$ cat config.mk
export PLATFORM = sky130hd
export DESIGN_NAME = byte_command_time_switch_unit
export DESIGN_NICKNAME = d
export VERILOG_FILES = /design/src/hw/rtl/bcts_pkg.sv /design/src/hw/rtl/bcts_core.sv /design/src/hw/rtl/byte_command_time_switch_unit.sv
export SDC_FILE = /design/constraint.sdc
export NUM_CORES = 1
export LEC_CHECK = 0
export ABC_AREA = 1
export BUFFER_PORTS_ARGS = -buffer_cell sky130_fd_sc_hd__buf_2
export CORE_ASPECT_RATIO = 1.2
export CORE_UTILIZATION = 55
export DETAILED_ROUTE_END_ITERATION = 8
export PLACE_DENSITY = 0.69
export SLEW_MARGIN = 20
export SYNTH_ARGS = -nofsm -noshare
export SYNTH_HDL_FRONTEND = slang
export SYNTH_SLANG_ARGS = --single-unit
$ cat constraint.sdc
create_clock -name clk -period 10.2 [get_ports clk]
set_input_delay 1.02 -clock clk [delete_from_list [all_inputs] [get_ports clk]]
set_output_delay 1.02 -clock clk [all_outputs]
set_load 0.05 [all_outputs]
$ cat src/hw/rtl/bcts_pkg.sv
// Shared types and constants of the byte command time switch.
// No dependencies; imported by bcts_core and the top level.
package bcts_pkg;

  localparam int CHANNELS    = 4;   // switch channels, 1..8
  localparam int SWITCH_BITS = 4;   // channels shown on the result

  localparam int S_TDATA_W = 32;
  localparam int M_TDATA_W = 24;

  // command bytes
  localparam logic [7:0] CH_CONNECT = 8'h2A;  // '*'
  localparam logic [7:0] CH_SW0     = 8'h77;  // 'w'
  localparam logic [7:0] CH_SW1     = 8'h78;  // 'x'
  localparam logic [7:0] CH_SW2     = 8'h79;  // 'y'
  localparam logic [7:0] CH_SW3     = 8'h7A;  // 'z'
  localparam logic [7:0] CH_HALL    = 8'h73;  // 's'
  localparam logic [7:0] CH_ROOM    = 8'h68;  // 'h'
  localparam logic [7:0] CH_ON      = 8'h69;  // 'i'
  localparam logic [7:0] CH_OFF     = 8'h66;  // 'f'
  localparam logic [7:0] CH_SELECT  = 8'h6D;  // 'm'

  localparam logic [5:0] HOUR_MASK = 6'h3F;

  typedef struct packed {
    logic       command;   // 0 = byte, 1 = clock tick
    logic [7:0] rx_byte;
    logic [6:0] hour_bcd;
    logic [6:0] minute_bcd;
    logic [6:0] second_bcd;
  } bcts_item_t;

  typedef struct packed {
    logic [SWITCH_BITS-1:0] switch_states;
    logic [7:0]             hall_level;
    logic [7:0]             room_level;
    logic                   linked;
  } bcts_result_t;

endpackage

$ cat src/hw/rtl/bcts_core.sv
// Command decoder, time stores and tick matcher of the time switch.
// Holds all block state; updates it on upd. Depends on bcts_pkg.
module bcts_core
  import bcts_pkg::*;
(
  input  logic         clk,
  input  logic         rst,
  input  logic         upd,
  input  bcts_item_t   item,
  output bcts_result_t result
);

  // floor(255*d/100) == (d * LEVEL_RECIP) >> 19 for every 8-bit d
  localparam logic [20:0] LEVEL_RECIP = 21'd1336965;
  localparam int EN_ON_HOUR  = 0;
  localparam int EN_ON_MIN   = 1;
  localparam int EN_OFF_HOUR = 2;
  localparam int EN_OFF_MIN  = 3;

  function automatic logic [7:0] level_of(input logic [7:0] d);
    logic [28:0] p;
    p = 29'(d) * 29'(LEVEL_RECIP);
    return p[26:19];
  endfunction

  function automatic logic [7:0] bcd_of(input logic [7:0] d);
    logic [15:0] t;
    logic [4:0]  q;
    logic [3:0]  r;
    t = 16'(d) * 16'd205;   // d/10 for d < 1029
    q = t[15:11];
    r = 4'(d - 8'(q) * 8'd10);
    return 8'({q, 4'b0000}) + 8'(r);
  endfunction

  logic                linked, linked_next;
  logic                hall_pend, hall_pend_next;
  logic                room_pend, room_pend_next;
  logic                on_pend, on_pend_next;
  logic                off_pend, off_pend_next;
  logic                sel_pend, sel_pend_next;
  logic                minute_sel, minute_sel_next;
  logic [7:0]          chosen, chosen_next;
  logic [7:0]          on_hour   [CHANNELS], on_hour_next   [CHANNELS];
  logic [7:0]          on_min    [CHANNELS], on_min_next    [CHANNELS];
  logic [7:0]          off_hour  [CHANNELS], off_hour_next  [CHANNELS];
  logic [7:0]          off_min   [CHANNELS], off_min_next   [CHANNELS];
  logic [3:0]          enable    [CHANNELS], enable_next    [CHANNELS];
  logic [CHANNELS-1:0] sw, sw_next;
  logic [7:0]          hall, hall_next;
  logic [7:0]          room, room_next;

  logic [7:0] d;
  logic [7:0] bcd;
  logic       nz;
  logic       ch_ok;
  logic       m0, m1;
  logic [7:0] hour_cmp;
  logic [7:0] min_cmp;
  logic       sec_zero;
  logic [CHANNELS+SWITCH_BITS-1:0] sw_wide;

  assign d        = item.rx_byte;
  assign bcd      = bcd_of(d);
  assign nz       = (d != 8'd0);
  assign ch_ok    = (chosen != 8'd0) && (chosen <= 8'(CHANNELS));
  assign hour_cmp = {2'b00, item.hour_bcd[5:0] & HOUR_MASK};
  assign min_cmp  = {1'b0, item.minute_bcd};
  assign sec_zero = (item.second_bcd == 7'd0);

  always_comb begin
    linked_next     = linked;
    hall_pend_next  = hall_pend;
    room_pend_next  = room_pend;
    on_pend_next    = on_pend;
    off_pend_next   = off_pend;
    sel_pend_next   = sel_pend;
    minute_sel_next = minute_sel;
    chosen_next     = chosen;
    on_hour_next    = on_hour;
    on_min_next     = on_min;
    off_hour_next   = off_hour;
    off_min_next    = off_min;
    enable_next     = enable;
    sw_next         = sw;
    hall_next       = hall;
    room_next       = room;
    m0              = minute_sel;
    m1              = minute_sel;

    if (!item.command) begin
      if (!linked) begin
        if (d == CH_CONNECT) linked_next = 1'b1;
      end else begin
        case (d)
          CH_SW0, CH_SW1, CH_SW2, CH_SW3: begin
            for (int c = 0; c < CHANNELS; c++) begin
              if (d == 8'(CH_SW0 + 8'(c))) sw_next[c] = ~sw[c];
            end
          end
          CH_HALL:   hall_pend_next = 1'b1;
          CH_ROOM:   room_pend_next = 1'b1;
          CH_ON:     on_pend_next   = 1'b1;
          CH_OFF:    off_pend_next  = 1'b1;
          CH_SELECT: sel_pend_next  = 1'b1;
          default: begin
            if (hall_pend) begin
              hall_next      = level_of(d);
              hall_pend_next = 1'b0;
            end
            if (room_pend) begin
              room_next      = level_of(d);
              room_pend_next = 1'b0;
            end
            // on and off share the hour/minute phase; on goes first
            if (on_pend) begin
              for (int c = 0; c < CHANNELS; c++) begin
                if (ch_ok && chosen == 8'(c + 1)) begin
                  if (m0) begin
                    on_min_next[c]            = bcd;
                    enable_next[c][EN_ON_MIN] = nz;
                  end else begin
                    on_hour_next[c]            = bcd;
                    enable_next[c][EN_ON_HOUR] = nz;
                  end
                end
              end
              if (m0) on_pend_next = 1'b0;
              m1 = ~m0;
            end
            if (off_pend) begin
              for (int c = 0; c < CHANNELS; c++) begin
                if (ch_ok && chosen == 8'(c + 1)) begin
                  if (m1) begin
                    off_min_next[c]            = bcd;
                    enable_next[c][EN_OFF_MIN] = nz;
                  end else begin
                    off_hour_next[c]            = bcd;
                    enable_next[c][EN_OFF_HOUR] = nz;
                  end
                end
              end
              if (m1) off_pend_next = 1'b0;
              minute_sel_next = ~m1;
            end else begin
              minute_sel_next = m1;
            end
            if (sel_pend) begin
              chosen_next   = d;
              sel_pend_next = 1'b0;
            end
          end
        endcase
      end
    end else begin
      // clock tick: on match sets, a later off match on the same tick wins
      for (int c = 0; c < CHANNELS; c++) begin
        if ((enable[c][1:0] != 2'b00) && on_hour[c] == hour_cmp &&
            on_min[c] == min_cmp && sec_zero)
          sw_next[c] = 1'b1;
        if ((enable[c][3:2] != 2'b00) && off_hour[c] == hour_cmp &&
            off_min[c] == min_cmp && sec_zero)
          sw_next[c] = 1'b0;
      end
    end
  end

  always_ff @(posedge clk) begin
    if (rst) begin
      linked     <= 1'b0;
      hall_pend  <= 1'b0;
      room_pend  <= 1'b0;
      on_pend    <= 1'b0;
      off_pend   <= 1'b0;
      sel_pend   <= 1'b0;
      minute_sel <= 1'b0;
      chosen     <= 8'd0;
      for (int c = 0; c < CHANNELS; c++) begin
        on_hour[c]  <= 8'd0;
        on_min[c]   <= 8'd0;
        off_hour[c] <= 8'd0;
        off_min[c]  <= 8'd0;
        enable[c]   <= 4'd0;
      end
      sw   <= '0;
      hall <= 8'd0;
      room <= 8'd0;
    end else if (upd) begin
      linked     <= linked_next;
      hall_pend  <= hall_pend_next;
      room_pend  <= room_pend_next;
      on_pend    <= on_pend_next;
      off_pend   <= off_pend_next;
      sel_pend   <= sel_pend_next;
      minute_sel <= minute_sel_next;
      chosen     <= chosen_next;
      on_hour    <= on_hour_next;
      on_min     <= on_min_next;
      off_hour   <= off_hour_next;
      off_min    <= off_min_next;
      enable     <= enable_next;
      sw         <= sw_next;
      hall       <= hall_next;
      room       <= room_next;
    end
  end

  // result reflects the state after this request
  assign sw_wide              = {{SWITCH_BITS{1'b0}}, sw_next};
  assign result.switch_states = sw_wide[SWITCH_BITS-1:0];
  assign result.hall_level    = hall_next;
  assign result.room_level    = room_next;
  assign result.linked        = linked_next;

endmodule

$ cat src/hw/rtl/byte_command_time_switch_unit.sv
// Top level of the byte command time switch: stream ports, input and
// result registers around bcts_core. Depends on bcts_pkg and bcts_core.
// Requests pass the input register, then the result register, one request
// per cycle unless m_axis stalls; the input register feeds the core, which
// updates its state and loads the result register in the same cycle.
// Reset (rst, synchronous): both stages empty, all state and levels zero.
module byte_command_time_switch_unit
  import bcts_pkg::*;
(
  input  logic                 clk,
  input  logic                 rst,
  input  logic                 s_axis_tvalid,
  output logic                 s_axis_tready,
  // [7:0] rx_byte, [14:8] hour_bcd, [21:15] minute_bcd, [28:22] second_bcd
  input  logic [S_TDATA_W-1:0] s_axis_tdata,
  // [0] command
  input  logic                 s_axis_tuser,
  output logic                 m_axis_tvalid,
  input  logic                 m_axis_tready,
  // [3:0] switch_states, [11:4] hall_level, [19:12] room_level, [20] linked
  output logic [M_TDATA_W-1:0] m_axis_tdata
);

  logic         in_valid;
  bcts_item_t   in_item;
  logic         out_valid;
  bcts_result_t out_res;
  bcts_result_t core_res;
  logic         advance;

  assign advance       = in_valid && (!out_valid || m_axis_tready);
  assign s_axis_tready = !in_valid || advance;

  always_ff @(posedge clk) begin
    if (rst) begin
      in_valid  <= 1'b0;
      out_valid <= 1'b0;
    end else begin
      if (s_axis_tready) in_valid <= s_axis_tvalid;
      if (advance) begin
        out_valid <= 1'b1;
      end else if (m_axis_tready) begin
        out_valid <= 1'b0;
      end
    end
  end

  always_ff @(posedge clk) begin
    if (s_axis_tvalid && s_axis_tready) begin
      in_item.command    <= s_axis_tuser;
      in_item.rx_byte    <= s_axis_tdata[7:0];
      in_item.hour_bcd   <= s_axis_tdata[14:8];
      in_item.minute_bcd <= s_axis_tdata[21:15];
      in_item.second_bcd <= s_axis_tdata[28:22];
    end
    if (advance) out_res <= core_res;
  end

  bcts_core u_core (
    .clk    (clk),
    .rst    (rst),
    .upd    (advance),
    .item   (in_item),
    .result (core_res)
  );

  assign m_axis_tvalid = out_valid;
  assign m_axis_tdata  = {3'b000, out_res.linked, out_res.room_level,
                          out_res.hall_level, out_res.switch_states};

endmodule

==> Word-level counts from Yosys, hierarchy flattened <==
Cells that the tools add are included.
{ "op_classes": {"n_addsub": 2, "multipliers": 3, "order_cmp": 1, "eq_ne": 30, "n_mux": 42, "bitwise": 13, "reduce_logical": 77} }
{ "ops": {"columns": ["op", "count"], "rows": [
  ["$reduce_and 7->1", 16],
  ["$eq 8x7->1 const B", 9],
  ["$eq 8x6->1", 8],
  ["$eq 8x7->1", 8],
  ["$mux 8", 8],
  ["$reduce_or 8->1", 5],
  ["$logic_and 1x1->1", 31],
  ["$mul 8x21->27 const B", 1],
  ["$mux 1", 26],
  ["$reduce_and 4->1", 6],
  ["$reduce_bool 2->1", 9],
  ["$eq 8x2->1 const B", 2],
  ["$mul 8x8->16 const B", 1],
  ["$reduce_bool 8->1", 2],
  ["$not 1->1", 13],
  ["$mux 4", 3],
  ["$pmux 1 s2", 5],
  ["$reduce_or 9->1", 1],
  ["$add 8x4->8", 1],
  ["$eq 8x1->1 const B", 1],
  ["$eq 8x3->1 const B", 1],
  ["$eq 8x6->1 const B", 1],
  ["$le 8x3->1 const B", 1],
  ["$logic_not 7->1", 1],
  ["other kinds (6)", 8]
]} }
{ "totals": {"reg_bits": 231, "in_bits": 37, "wordCells": 222} }

==> Logic depth before layout (Yosys ltp) <==
{ "depth": {"ltp_word": 8, "ltp_mapped": 29, "ltp_nobuf": 26} }

==> Cells and area by module <==
A second synthesis with hierarchy kept.
{ "hier_totals": {"hier_cells": 1768, "area_unflattened_um2": 13839.5} }
{ "modules_own_cells": {"columns": ["module", "n_inst", "cells_each", "area_each_um2", "seq_area_each_um2"], "rows": [
  ["bcts_core", 1, 1701, 12190.4, 3583.4],
  ["byte_command_time_switch_unit", 1, 67, 1649.1, 1571.5]
]} }

==> Worst setup path before layout <==
OpenSTA, ideal clock, no wires.
{ "synth_timing": {"kind": "reg-to-reg", "from": "register in_item[21] (netlist bit)", "to": "register u_core.off_hour[3] (netlist bit)", "setup_time_ns": 0.109, "t_arrival_ns": 5.233, "required_ns": 10.091, "path_slack_ns": 4.858, "path_stages_with_launch": 29, "n_path_buf": 4, "synth_period_minus_slack_ns": 5.342, "cell_sequence": "edfxtp_1 buf_4 inv_1 clkbuf_1 ha_1 ha_1 inv_1 fa_1 fa_1 inv_1 ha_1 a21oi_1 nor2_1 nor2_1 nand3_1 nand2_2 clkbuf_1 ha_1 inv_1 fa_1 xor2_1 inv_1 nand2_1 nand2_1 nand2_2 buf_2 nand3_1 nand2_1 inv_1"} }
{ "synth_via": {"elab_chain_cells": 4, "elab_cells_between_ends": 16} }
{ "synth_lines": {"columns": ["element", "line_no", "source"], "rows": [
  ["from (decl)", "byte_command_time_switch_unit.sv:25", "bcts_item_t in_item;"],
  ["$mul 8x8->16 or $eq 8x7->1 (tied branches)", "bcts_core.sv:30, bcts_core.sv:95", null],
  ["$mul 5x3->3 or $reduce_or 9->1 (tied branches)", null, null],
  ["$sub 4x4->4 or $not 1->1 (tied branches)", null, null],
  ["$add 8x4->8 or $reduce_and 7->1 (tied branches)", null, null],
  ["to (signal assigned)", "bcts_core.sv:199", "off_hour <= off_hour_next;"],
  ["to (decl)", "bcts_core.sv:46", "logic [7:0] off_hour [CHANNELS], off_hour_next [CHANNELS];"]
]} }
Several ways; a longest one is shown, not always the timed one.
A chain may end at the register's enable or synchronous reset.

==> Worst setup path in the final report <==
{ "layout_timing": {"from": "register in_item[22] (netlist bit)", "to": "register u_core.off_min[27] (netlist bit)"} }
{ "layout_via": {"elab_chain_cells": 4, "elab_cells_between_ends": 16} }
{ "layout_lines": {"columns": ["element", "line_no", "source"], "rows": [
  ["$mul 8x8->16 or $eq 8x7->1 (tied branches)", "bcts_core.sv:30, bcts_core.sv:95", null],
  ["$mul 5x3->3 or $reduce_or 9->1 (tied branches)", null, null],
  ["$sub 4x4->4 or $not 1->1 (tied branches)", null, null],
  ["$add 8x4->8 or $reduce_and 7->1 (tied branches)", null, null],
  ["to (signal assigned)", "bcts_core.sv:200", "off_min <= off_min_next;"],
  ["to (decl)", "bcts_core.sv:47", "logic [7:0] off_min [CHANNELS], off_min_next [CHANNELS];"]
]} }
Several ways; a longest one is shown, not always the timed one.

==> run metrics <==
max_cap viols 0; GP Congestion between 0.9 and 1; post-route insts no fill 2201; minimum clock period around 6.2 ns; Layout Skew 0.0246 ns; crit path capture u_core.off_min[27]; Resize count post-CTS 0; most frequent cells in the layout nor2_1, nand2_1, inv_1; leading cell type in the layout, fill and taps excluded nor2_1; CTS Root Cell clkbuf_16; Initial Utilization 0.562; share of cells above drive strength 1 0.0794; fin crit share 0.608; vias in the first global route between 10000 and 15000; Post-synth EDFFs 50; CTS Sinks ~230; RSZ-0062 raised after global routing no; # DRC 0; Final Setup Violations 0; VDD IR max about 130 uV; CTS tree built; max_slew headroom 0.264; Seq/Total Area, Yosys 0.368; Post-CTS Setup Bufs 0; crit path launch type flop; Flop pwr share 0.339; sw frac 0.375; First-pass DRT Iterations 5; Critical R2R Launch in_item[22]; Crit Path Max Fanout 16; Distinct cells, synth 48; hold_buf cts 0; via count 11900; crit path launch in_item[22]; Crit Path Class reg2reg; Async S/R FF share, synth 0; Switch Pwr between 0.001 and 0.0015 W; Worst R2R Path Depth 26; synthesized flop and latch total 231; Setup crit end kind flop; vias per cell 5.42; Synth Flop Type dfxtp_1; Pwr Density between 150 and 200 nW/um^2; status finished, final reports clean; syn_area_per_cell about 7.6 um^2; aggregate global-route resource usage 0.292; Congestion Overflow GR 0; Hold Vio Cnt, Final 0; Detailed Route WL between 30 and 40 mm; CTS Buffer Depth 3; Core ar. between 20000 and 25000 um^2; internal power 0.00181 W; net count reported at finish 2039; combinational share of power 0.319; # IOs 63; cell count after synthesis about 1800; clock buffer count from CTS 25; clk_lat worst skew ~0.54 ns; Arrival @ worst endpoint approximately 6.7 ns; Die H approximately 180 um; Synth Cell Area 13900 um^2; WL per Instance around 17 um; area of the die 25900 um^2; Chip Width 147 um; hold path start u_core.enable[0]; final setup TNS 0 ns; FP Rows 63; CP Data Required Time approximately 11 ns; Routed Antenna Nets 0; Leak between 7 and 8 nW; antenna violations before repair 0; Slew Limit Fails 0; CTS H-Tree Depth 1; FF-to-FF End u_core.off_min[27]; I/O Buffers 55; Fmax roughly 0.16 GHz; Ant. Diodes 0; HPWL Detailed between 20 and 30 mm; YS warnings 0; DR iter-0 viols approximately 950; PnR Total Power 0.00289 W; area delta synth->final 9.69%; largest net degree at the start of global routing between 90 and 100; HP Class reg2reg; first-pass GRT wire length between 50 and 60 mm; Filler cells 2261; Placed Cells ~2200; Slew @ Worst Pin 1.10 ns; flop2flop setup slack 4.00 ns; clock share of power 0.342; Worst-path clk slew about 0.060 ns
-- layer usage --
layer / global-route usage / up-vias / wire length [um]
met5: 0 / - / 0
met4: 0.135 / 0 / 1710
met3: 0.0297 / 103 / 1920
met2: 0.533 / 346 / 18600
met1: 0.343 / 5539 / 15200
li1: - / 5952 / -
-- cells in the mapped netlist (3+ instances only) --
master	count	share of area
o21ai_1	8	0.0029
nor2_2	9	0.0040
clkbuf_1	43	0.012
fa_1	25	0.036
o22ai_1	9	0.0040
nand3_2	12	0.0086
xnor2_1	58	0.037
nand3_1	95	0.034
nand4_1	32	0.014
ha_1	118	0.11
a21oi_1	115	0.041
o21ai_0	131	0.047
buf_4	10	0.0054
buf_2	6	0.0022
a21o_1	5	0.0027
or2_2	4	0.0018
nand2_2	3	0.0013
nor3_1	29	0.010
clkinv_1	3	0.00081
inv_1	234	0.063
nor2_1	296	0.080
nand2_1	282	0.076
o21bai_1	5	0.0027
inv_2	13	0.0035
edfxtp_1	50	0.11
dfxtp_1	181	0.26
xor2_1	29	0.018
-- stage by stage --
step | instance area, um^2 | util | hold slack [ns] | setup WS [ns]
floorplan | 13900 | - | 0.424 | 4.86
global placement | 14400 | 0.580 | 0.435 | 4.14
detailed placement | 14400 | 0.580 | 0.442 | 4.04
CTS | 15300 | 0.617 | 0.452 | 4.02
global route | 15300 | 0.617 | 0.478 | 3.62
finish | 15300 | 0.617 | 0.452 | 4.00
-- cell families (layout without fill, tap and decap cells) --
kind of cell	Yosys count	in the layout	synth area share
xor+xnor	88	88	0.0559
flops	231	231	0.368
compound gates	282	282	0.106
other cells	1	3	0.000270
simple gates	774	774	0.239
buf+inv	312	355	0.0885
fa+ha+maj	143	143	0.142
-- worst min path at each step --
stage / to / slack (ns) / cells after the start
3_3_place_gp: u_core.enable[0] / 0.44 / 2
6_report: u_core.enable[0] / 0.45 / 2
5_1_grt: u_core.enable[0] / 0.48 / 2
3_5_place_dp: u_core.enable[0] / 0.44 / 2
4_1_cts: u_core.enable[0] / 0.45 / 2
2_1_floorplan: u_core.enable[0] / 0.42 / 2
-- worst max-delay path, stage by stage (launching register included) --
cell	delay, ns
edfxtp_1	0.75
ha_1	0.48
inv_1	0.11
fa_1	0.51
inv_1	0.05
fa_1	0.49
inv_1	0.05
fa_1	0.52
inv_1	0.04
ha_1	0.32
a21oi_1	0.18
nor2_1	0.06
nor2_1	0.12
nand2_1	0.09
nand2_1	0.06
nand2_1	0.06
xor2_1	0.12
buf_4	0.24
inv_1	0.24
fa_1	0.48
xor2_1	0.19
inv_1	0.06
nand2_1	0.09
nand3_2	0.43
nand3_1	0.25
nand2_1	0.08
inv_1	0.05
-- sequential cells by signal, indices dropped and copies added (netlist names), 4 cells and up --
name / flops
u_core.chosen: 8
u_core.off_hour: 32
u_core.on_min: 32
in_item: 29
u_core.enable: 16
u_core.sw: 4
m_axis_tdata: 21
u_core.room: 8
u_core.off_min: 32
u_core.on_hour: 32
u_core.hall: 8
-- power groups by stage --
stage | sequential [W] | combinational (W) | clock (W)
final | 0.000981 | 0.000922 | 0.000990
after global routing | 0.000982 | 0.00100 | 0.00104
after floorplan | 0.000999 | 0.000603 | 0
after CTS | 0.000980 | 0.000913 | 0.00100
after global placement | 0.00100 | 0.000891 | 0
after detailed placement | 0.00100 | 0.000909 | 0
-- cell type report --
| cell class | count | area, um^2 | area share |
|---|---|---|---|
| tap | 325 | 407 | 0.0266 |
| timing repair buffer | 61 | 320 | 0.0210 |
| multi-input combinational | 1290 | 7580 | 0.496 |
| sequential | 231 | 5120 | 0.336 |
| inverter | 250 | 940 | 0.0616 |
| clock inverter | 12 | 201 | 0.0132 |
| clock buffer | 32 | 692 | 0.0453 |
No activity file was read; power rests on OpenSTA's default activity.
